### config.mk
export PLATFORM = sky130hd
export DESIGN_NAME = input_event_frame_tracker_core
export DESIGN_NICKNAME = d
export VERILOG_FILES = /design/src/rtl/ieft_pkg.sv /design/src/rtl/input_event_frame_tracker_core.sv /design/src/rtl/ieft_scale.sv
export SDC_FILE = /design/constraint.sdc
export NUM_CORES = 2
export LEC_CHECK = 0
export BUFFER_PORTS_ARGS = -buffer_cell sky130_fd_sc_hd__buf_2
export CAP_MARGIN = 20
export CORE_MARGIN = 3
export CORE_UTILIZATION = 62
export CTS_CLUSTER_DIAMETER = 80
export CTS_CLUSTER_SIZE = 20
export DETAILED_ROUTE_END_ITERATION = 8
export GPL_TIMING_DRIVEN = 0
export MAX_ROUTING_LAYER = met4
export PLACE_DENSITY_LB_ADDON = 0.1
export RECOVER_POWER = 100
export SLEW_MARGIN = 20
export SYNTH_ARGS = -nofsm -noshare
export SYNTH_HDL_FRONTEND = slang
export SYNTH_HIERARCHICAL = 1
export SYNTH_SLANG_ARGS = --single-unit
### constraint.sdc
create_clock -name clk -period 13.8 [get_ports clk]
set_clock_uncertainty 0.1 [all_clocks]
set_input_delay 2.76 -clock clk [delete_from_list [all_inputs] [get_ports clk]]
set_output_delay 2.76 -clock clk [all_outputs]
set_load 0.03 [all_outputs]
### src/rtl/ieft_pkg.sv
package ieft_pkg;

  // Event types
  localparam logic [15:0] EV_SYN = 16'd0;
  localparam logic [15:0] EV_KEY = 16'd1;
  localparam logic [15:0] EV_REL = 16'd2;
  localparam logic [15:0] EV_ABS = 16'd3;

  // Event codes
  localparam logic [15:0] CODE_AXIS_X    = 16'h0000;
  localparam logic [15:0] CODE_AXIS_Y    = 16'h0001;
  localparam logic [15:0] CODE_MT_X      = 16'h0035;
  localparam logic [15:0] CODE_MT_Y      = 16'h0036;
  localparam logic [15:0] CODE_TRACK     = 16'h0039;
  localparam logic [15:0] CODE_BTN_BASE  = 16'h0110;
  localparam logic [15:0] CODE_BTN_LAST  = 16'h0117;
  localparam logic [15:0] CODE_TOUCH     = 16'h014A;

  // Key value that marks autorepeat
  localparam logic [31:0] KEY_REPEAT = 32'd2;

  // Configuration register indexes
  localparam int unsigned CFG_IDX_W = 4;
  localparam logic [CFG_IDX_W-1:0] REG_ABS_X_MIN = 4'd0;
  localparam logic [CFG_IDX_W-1:0] REG_ABS_X_MAX = 4'd1;
  localparam logic [CFG_IDX_W-1:0] REG_ABS_Y_MIN = 4'd2;
  localparam logic [CFG_IDX_W-1:0] REG_ABS_Y_MAX = 4'd3;
  localparam logic [CFG_IDX_W-1:0] REG_MT_X_MIN  = 4'd4;
  localparam logic [CFG_IDX_W-1:0] REG_MT_X_MAX  = 4'd5;
  localparam logic [CFG_IDX_W-1:0] REG_MT_Y_MIN  = 4'd6;
  localparam logic [CFG_IDX_W-1:0] REG_MT_Y_MAX  = 4'd7;

  typedef enum logic [1:0] {
    ST_IDLE,
    ST_LOOK,
    ST_SCALE,
    ST_EMIT
  } ieft_state_t;

  typedef enum logic [1:0] {
    SC_IDLE,
    SC_MUL,
    SC_DIV,
    SC_DONE
  } ieft_sc_state_t;

  typedef struct packed {
    logic        start;
    logic [31:0] value;
    logic [31:0] lo;
    logic [31:0] hi;
  } ieft_scale_req_t;

  typedef struct packed {
    logic        done;
    logic [31:0] result;
  } ieft_scale_rsp_t;

endpackage

### src/rtl/input_event_frame_tracker_core.sv
// A beat is accepted in idle and latched, then passes the look state, the scale wait for
// scaled absolute axis beats, which is set by the bit-serial divider, and the emit state.
// Only one beat is in flight at a time; the input is held off while a beat is in flight,
// not while a result waits for pickup.
// Reset (rst, synchronous, active high) clears the key map valid bits, all tracked state,
// the configuration registers and both handshakes at once; no clearing pass is needed.
module input_event_frame_tracker_core
  import ieft_pkg::*;
#(
  parameter int unsigned KEY_COUNT = 256,
  parameter int unsigned ABS_RANGE = 32767
) (
  input  logic                 clk,
  input  logic                 rst,
  // configuration write port
  input  logic                 cfg_we,
  input  logic [CFG_IDX_W-1:0] cfg_idx,
  input  logic [31:0]          cfg_wdata,
  // input events
  input  logic                 s_tvalid,
  output logic                 s_tready,
  input  logic [63:0]          s_tdata,   // ev_type[15:0], ev_code[31:16], ev_value[63:32]
  // results
  output logic                 m_tvalid,
  input  logic                 m_tready,
  // edge_key[7:0], edge_down[8], edge_x[40:9], edge_y[72:41], pointer_x[104:73],
  // pointer_y[136:105], button_mask[144:137], contact_x[159:145], contact_y[174:160],
  // contact_pressed[175]
  output logic [175:0]         m_tdata,
  output logic [1:0]           m_tuser    // edge_valid[0], edge_is_pointer[1]
);

  localparam int unsigned KW = (KEY_COUNT > 1) ? $clog2(KEY_COUNT) : 1;

  ieft_state_t state, state_next;

  // configuration registers
  logic [31:0] abs_x_min, abs_x_max, abs_y_min, abs_y_max;
  logic [31:0] mt_x_min, mt_x_max, mt_y_min, mt_y_max;

  // latched event
  logic [15:0]   type_r, code_r;
  logic [31:0]   val_r;
  logic [KW-1:0] key_addr;

  // key-down map: one-bit memory plus per-entry valid bits cleared by reset
  logic          key_mem [KEY_COUNT];
  logic [KEY_COUNT-1:0] key_vld;
  logic          mem_q, vld_q;

  // tracked state
  logic [31:0] mouse_x, mouse_y, touch_x, touch_y;
  logic [7:0]  buttons;
  logic        touch_held, left_at, touch_at;

  // edge of the beat in flight
  logic        e_valid, e_ptr, e_down;
  logic [7:0]  e_key;
  logic [31:0] e_x, e_y;

  // control
  logic in_beat, key_hit, btn_hit, is_scale, key_d, key_old, key_we, sc_start, out_load;
  logic sync_now, sync_was, sync_touch;

  ieft_scale_req_t sc_req;
  ieft_scale_rsp_t sc_rsp;

  assign in_beat    = s_tvalid && s_tready;
  assign key_hit    = (type_r == EV_KEY) && (code_r < 16'(KEY_COUNT));
  assign btn_hit    = (type_r == EV_KEY) && (code_r inside {[CODE_BTN_BASE:CODE_BTN_LAST]});
  assign is_scale   = (type_r == EV_ABS) &&
                      (code_r inside {CODE_AXIS_X, CODE_AXIS_Y, CODE_MT_X, CODE_MT_Y});
  assign key_d      = (val_r != 32'd0);
  assign key_old    = vld_q && mem_q;
  assign sync_now   = buttons[0] || touch_held;
  assign sync_was   = left_at || touch_at;
  assign sync_touch = touch_held || touch_at;

  // Write config registers; indexes past the list are dropped.
  always_ff @(posedge clk) begin
    if (rst) begin
      abs_x_min <= '0;
      abs_x_max <= '0;
      abs_y_min <= '0;
      abs_y_max <= '0;
      mt_x_min  <= '0;
      mt_x_max  <= '0;
      mt_y_min  <= '0;
      mt_y_max  <= '0;
    end else if (cfg_we) begin
      case (cfg_idx)
        REG_ABS_X_MIN: abs_x_min <= cfg_wdata;
        REG_ABS_X_MAX: abs_x_max <= cfg_wdata;
        REG_ABS_Y_MIN: abs_y_min <= cfg_wdata;
        REG_ABS_Y_MAX: abs_y_max <= cfg_wdata;
        REG_MT_X_MIN:  mt_x_min  <= cfg_wdata;
        REG_MT_X_MAX:  mt_x_max  <= cfg_wdata;
        REG_MT_Y_MIN:  mt_y_min  <= cfg_wdata;
        REG_MT_Y_MAX:  mt_y_max  <= cfg_wdata;
        default: ;
      endcase
    end
  end

  // Pick the axis limits by the latched code.
  always_comb begin
    sc_req.start = sc_start;
    sc_req.value = val_r;
    case (code_r)
      CODE_AXIS_X: begin sc_req.lo = abs_x_min; sc_req.hi = abs_x_max; end
      CODE_AXIS_Y: begin sc_req.lo = abs_y_min; sc_req.hi = abs_y_max; end
      CODE_MT_X:   begin sc_req.lo = mt_x_min;  sc_req.hi = mt_x_max;  end
      default:     begin sc_req.lo = mt_y_min;  sc_req.hi = mt_y_max;  end
    endcase
  end

  ieft_scale #(
    .ABS_RANGE(ABS_RANGE)
  ) u_scale (
    .clk(clk),
    .rst(rst),
    .req(sc_req),
    .rsp(sc_rsp)
  );

  // Next state
  always_comb begin
    state_next = state;
    case (state)
      ST_IDLE:  if (in_beat) state_next = ST_LOOK;
      ST_LOOK:  state_next = is_scale ? ST_SCALE : ST_EMIT;
      ST_SCALE: if (sc_rsp.done) state_next = ST_EMIT;
      ST_EMIT:  if (!m_tvalid || m_tready) state_next = ST_IDLE;
      default:  state_next = ST_IDLE;
    endcase
  end

  // Control outputs
  always_comb begin
    s_tready = (state == ST_IDLE);
    sc_start = (state == ST_LOOK) && is_scale;
    key_we   = (state == ST_LOOK) && key_hit;
    out_load = (state == ST_EMIT) && (!m_tvalid || m_tready);
  end

  always_ff @(posedge clk) begin
    if (rst) begin
      state <= ST_IDLE;
    end else begin
      state <= state_next;
    end
  end

  // Key map memory: read on acceptance, write back in the look cycle. Only one beat is
  // in flight, so a read never overlaps a pending write of the same entry.
  always_ff @(posedge clk) begin
    if (in_beat) begin
      mem_q <= key_mem[s_tdata[16 +: KW]];
    end
  end

  always_ff @(posedge clk) begin
    if (key_we) begin
      key_mem[key_addr] <= key_d;
    end
  end

  always_ff @(posedge clk) begin
    if (rst) begin
      key_vld <= '0;
    end else if (key_we) begin
      key_vld[key_addr] <= 1'b1;
    end
  end

  // Latch the event payload on acceptance.
  always_ff @(posedge clk) begin
    if (in_beat) begin
      type_r   <= s_tdata[15:0];
      code_r   <= s_tdata[31:16];
      val_r    <= s_tdata[63:32];
      key_addr <= s_tdata[16 +: KW];
      vld_q    <= key_vld[s_tdata[16 +: KW]];
    end
  end

  // Tracked state and the edge of the beat in flight
  always_ff @(posedge clk) begin
    if (rst) begin
      mouse_x    <= '0;
      mouse_y    <= '0;
      touch_x    <= '0;
      touch_y    <= '0;
      buttons    <= '0;
      touch_held <= 1'b0;
      left_at    <= 1'b0;
      touch_at   <= 1'b0;
    end else begin
      case (state)
        ST_LOOK: begin
          e_valid <= 1'b0;
          e_ptr   <= 1'b0;
          e_down  <= 1'b0;
          e_key   <= '0;
          e_x     <= '0;
          e_y     <= '0;
          case (type_r)
            EV_KEY: begin
              if (key_hit) begin
                // autorepeat updates the map but emits nothing
                if ((val_r != KEY_REPEAT) && (key_old != key_d)) begin
                  e_valid <= 1'b1;
                  e_key   <= code_r[7:0];
                  e_down  <= key_d;
                end
              end else if (btn_hit) begin
                buttons[code_r[2:0]] <= key_d;
              end else if (code_r == CODE_TOUCH) begin
                touch_held <= key_d;
              end
            end
            EV_REL: begin
              if (code_r == CODE_AXIS_X) begin
                mouse_x <= mouse_x + val_r;
              end else if (code_r == CODE_AXIS_Y) begin
                mouse_y <= mouse_y + val_r;
              end
            end
            EV_ABS: begin
              if (code_r == CODE_TRACK) begin
                touch_held <= !val_r[31];
              end
            end
            EV_SYN: begin
              // primary press changed since the last frame: emit a pointer edge
              if (sync_now != sync_was) begin
                e_valid <= 1'b1;
                e_ptr   <= 1'b1;
                e_down  <= sync_now;
                e_x     <= sync_touch ? touch_x : mouse_x;
                e_y     <= sync_touch ? touch_y : mouse_y;
              end
              left_at  <= buttons[0];
              touch_at <= touch_held;
            end
            default: ;
          endcase
        end
        ST_SCALE: begin
          if (sc_rsp.done) begin
            case (code_r)
              CODE_AXIS_X: begin
                mouse_x <= sc_rsp.result;
                touch_x <= sc_rsp.result;
              end
              CODE_AXIS_Y: begin
                mouse_y <= sc_rsp.result;
                touch_y <= sc_rsp.result;
              end
              CODE_MT_X: touch_x <= sc_rsp.result;
              default:   touch_y <= sc_rsp.result;
            endcase
          end
        end
        default: ;
      endcase
    end
  end

  // Output register: hold a result until it is taken.
  always_ff @(posedge clk) begin
    if (rst) begin
      m_tvalid <= 1'b0;
    end else if (out_load) begin
      m_tvalid <= 1'b1;
    end else if (m_tready) begin
      m_tvalid <= 1'b0;
    end
  end

  always_ff @(posedge clk) begin
    if (out_load) begin
      m_tuser <= {e_ptr, e_valid};
      m_tdata <= {touch_held, touch_y[14:0], touch_x[14:0], buttons, mouse_y, mouse_x,
                  e_y, e_x, e_down, e_key};
    end
  end

  // The scaler answers only while the core waits for it.
  a_scale_done: assert property (@(posedge clk) disable iff (rst)
    sc_rsp.done |-> (state == ST_SCALE))
    else $error("scaler finished outside the scale wait");

  // An accepted beat always goes to the look cycle next.
  a_accept_look: assert property (@(posedge clk) disable iff (rst)
    in_beat |=> (state == ST_LOOK))
    else $error("accepted beat did not advance to look");

  // A pointer flag never travels without a valid edge.
  a_ptr_valid: assert property (@(posedge clk) disable iff (rst)
    (m_tvalid && m_tuser[1]) |-> m_tuser[0])
    else $error("pointer edge flagged without edge_valid");

  // No edge means empty edge fields.
  a_no_edge: assert property (@(posedge clk) disable iff (rst)
    (m_tvalid && !m_tuser[0]) |-> (m_tdata[72:0] == 73'd0))
    else $error("edge fields set on a beat without an edge");

endmodule

### src/rtl/ieft_scale.sv
module ieft_scale
  import ieft_pkg::*;
#(
  parameter int unsigned ABS_RANGE = 32767
) (
  input  logic            clk,
  input  logic            rst,
  input  ieft_scale_req_t req,
  output ieft_scale_rsp_t rsp
);

  localparam int unsigned AW = $clog2(ABS_RANGE + 1);
  localparam int unsigned PW = 32 + AW;
  localparam int unsigned CW = $clog2(PW + 1);

  ieft_sc_state_t state, state_next;

  logic [32:0]   diff_w, span_w;
  logic [31:0]   diff_r, span_r;
  logic          zero_r;
  logic [PW-1:0] prod, quot;
  logic [31:0]   rem;
  logic [CW-1:0] cnt;
  logic [32:0]   shifted;
  logic          ge;

  assign diff_w  = {req.value[31], req.value} - {req.lo[31], req.lo};
  assign span_w  = {req.hi[31], req.hi} - {req.lo[31], req.lo};
  assign shifted = {rem, prod[PW-1]};
  assign ge      = shifted >= {1'b0, span_r};

  always_comb begin
    state_next = state;
    case (state)
      SC_IDLE: if (req.start) state_next = SC_MUL;
      SC_MUL:  state_next = zero_r ? SC_DONE : SC_DIV;
      SC_DIV:  if (cnt == CW'(1)) state_next = SC_DONE;
      SC_DONE: state_next = SC_IDLE;
      default: state_next = SC_IDLE;
    endcase
  end

  always_comb begin
    rsp.done   = (state == SC_DONE);
    rsp.result = (quot > PW'(ABS_RANGE)) ? 32'(ABS_RANGE) : quot[31:0];
  end

  always_ff @(posedge clk) begin
    if (rst) begin
      state <= SC_IDLE;
    end else begin
      state <= state_next;
    end
  end

  always_ff @(posedge clk) begin
    case (state)
      SC_IDLE: begin
        if (req.start) begin
          diff_r <= diff_w[31:0];
          span_r <= span_w[31:0];
          // span or offset not positive: result is zero
          zero_r <= span_w[32] || (span_w == 33'd0) || diff_w[32] || (diff_w == 33'd0);
        end
      end
      SC_MUL: begin
        prod <= PW'(diff_r) * PW'(ABS_RANGE);
        rem  <= '0;
        quot <= '0;
        cnt  <= CW'(PW);
      end
      SC_DIV: begin
        // restoring division, one quotient bit per cycle
        rem  <= ge ? 32'(shifted - {1'b0, span_r}) : shifted[31:0];
        quot <= {quot[PW-2:0], ge};
        prod <= prod << 1;
        cnt  <= cnt - CW'(1);
      end
      default: ;
    endcase
  end

endmodule
==> impl_metrics.toml <==
[status]
status = "finished, violations left"
violations = "DRC, capacitance limit, slew limit"

[drt]
avgViaCountPerCell = 6.205
first_iter_violations = 6976
ant_nets = 0
vias = 55290
totalWireLength_mm = 221.1
drc_errors = 9
routedWlPerCell_um = 24.81
firstDrtPassIters = 9

[cells_and_area]
layout_commonest_cell = "nand2_1"
finalNetCount = 7939
fin_area_um2 = 77980
drive_above_1_share = 0.05655
mostFrequentLayoutCells = "nand2_1, nor2_1, edfxtp_1, dfxtp_1, a21oi_1"
utilization = 0.6783
fin_cells = 8911
areaGrowthSynthToFinish_pct = 7.842

[job]
timing.max_cap.violations = 19

[yosys]
synthesis.area_um2 = 72310
synth_cell_types = 92
yosys_warnings = 6
yosys.area.top_type = "edfxtp_1"
syn_inst = 6946
ys_seq_area_frac = 0.5022
synthXorXnorAreaFrac = 0.02083
synth-edff-count = 772
synth_top_area_share = 0.3206
async_flop_share = 0
synth_top_family_by_area = "simple AND/OR/NAND/NOR gates"
synth_area_leaders = "edfxtp_1, dfxtp_1, fa_1"
yosys.area_share.adder = 0.1126
synth_area_per_cell_um2 = 10.41
synth_flop_cell = "edfxtp_1"
ys_seq_elements = 1428
synth_compound_area_frac = 0.1207
synth-simple-area-share = 0.1386
synthMuxAreaShare = 0.05926

[floorplanning]
rows = 124
die-area_um2 = 120800
ios = 285
initial_core_util = 0.6290
die_h_um = 347.5
core_area_um2 = 115000
die_w_um = 347.5

[grt]
antenna_found_initial = 8
grt_pass1_wl_mm = 327.0
grt_use_total = 0.3719
grt_pass1_vias = 53130
grt_max_degree = 84
overflow = 0

[timing]
slew_violations = 669
worstMarginPinSlew_ps = 3345
hold_violations = 0
rsz0062_at_grt = "false"
max_freq_mhz = 102.5
period_needed_ps = 9755
slew_headroom = -1.230
period_share = 0.7068
setup_viol = 0
setup-tns-final_ps = 0

[clocking]
cts_hold_buf = 0
cts.repair.resized = 0
post-cts-setup-buffers = 0
cts.sinks = 1428
cts_root_buf = "clkbuf_16"
cts_buffer_depth = 3
cts_tree = "done"
htreeDepth = 3
clk_pin_slew_worst_paths_ps = 80
cts_made_buffers = 86
insertion_delay_ps = 730

[critical_path]
crit_type = "reg -> reg"
crit_fanout = 10
end_kind = "flip-flop"
worstPathArrival_ps = 10110
start_kind = "flip-flop"
worstPathRequired_ps = 14150

[power]
ir_drop_v = 0.0001400
leakage_nw = 28.99
power.total_mw = 9.038
p_per_area_nw_per_um2 = 115.9

[place]
hpwl_mm = 166.1
portBuffers = 252
gp_congestion = 1.003
placed_cells = 8746
dpl_cell_area_um2 = 76020

[min_path]
hold_class = "reg -> reg"
through the flow:
stage | worst slack (ps) | hold WS [ps]
after floorplan | 2275 | 300.3
after global placement | -1628 | 300.4
after detailed placement | 4987 | 304.5
after CTS | 4940 | 316.6
after global routing | 3720 | 325.3
final | 4045 | 315.2
final cells by class:
cell class	count	area, um2
diodes	7	17.52
fillers	9089	36980
flip-flops and latches	1428	36310
well taps	1512	1892
multi-input cells	4687	32700
clock buffers	137	2365
plain buffers	414	1680
clock inverters	21	297.8
inverters	433	1625
repair buffers	272	1086
Yosys cell counts (all sizes together), types with 102 or more instances:
library cell,instances
xnor2,103
ha,281
nand2,1041
fa,231
mux4,170
nor2,875
a21o,102
a21oi,634
o21a,104
dfxtp,656
inv,431
clkbuf,354
edfxtp,772
o21ai,203
sequential cells by signal, indices dropped and copies added (netlist names), 47 cells and up:
| signal | cells |
|---|---|
| key_mem | 256 |
| key_vld | 256 |
| m_tdata | 176 |
| u_scale/prod | 47 |
| u_scale/quot | 47 |
worst max-delay path, stage by stage (launching register included):
cell and delay, ps:
edfxtp_1 380, nor4_1 1410, nand3b_1 410, nor3_1 780, clkbuf_1 360, nor2_1 200
nand2_1 470, clkbuf_1 560, clkbuf_1 580, a21oi_1 380, inv_1 230, ha_1 250
nor2b_1 140, o31a_1 280, o31ai_1 620, o211ai_1 270, a31oi_1 370, o21ai_0 350
a311o_1 440, o311ai_0 140, nor4_1 130, a41o_1 320, or3_1 320
final timing paths:
path	start	slack (ps)	depth (start not counted)	end
worst max-delay path	code_r[11]	4050	22	u_scale/zero_r
worst min-delay path	e_x[30]	320	0	m_tdata[39]
worst max register to register	code_r[11]	4050	22	u_scale/zero_r
worst min register to register	e_x[30]	320	0	m_tdata[39]
logic make-up after synthesis:
logic type	after synthesis
buffers and inverters	847
other	1
multiplexers	215
AO/OA/AOI/OAI	1397
adder cells (fa/ha/maj)	512
flip-flops	1428
AND/OR/NAND/NOR	2374
XOR/XNOR	172
per-layer routing:
layer | share of wire | track usage
met5 | 0 | -
met4 | 0.061 | 0.1811
met3 | 0.11 | 0.07139
met2 | 0.44 | 0.5568
met1 | 0.39 | 0.4919
where the power goes:
group          switching (mW)  total (mW)  internal, mW
clock network            1.48        2.71          1.23
registers               0.167        4.92          4.76
logic                    1.02        1.40         0.386
total                    2.66        9.04          6.37
Note: power is estimated with default switching activity, not from simulation.
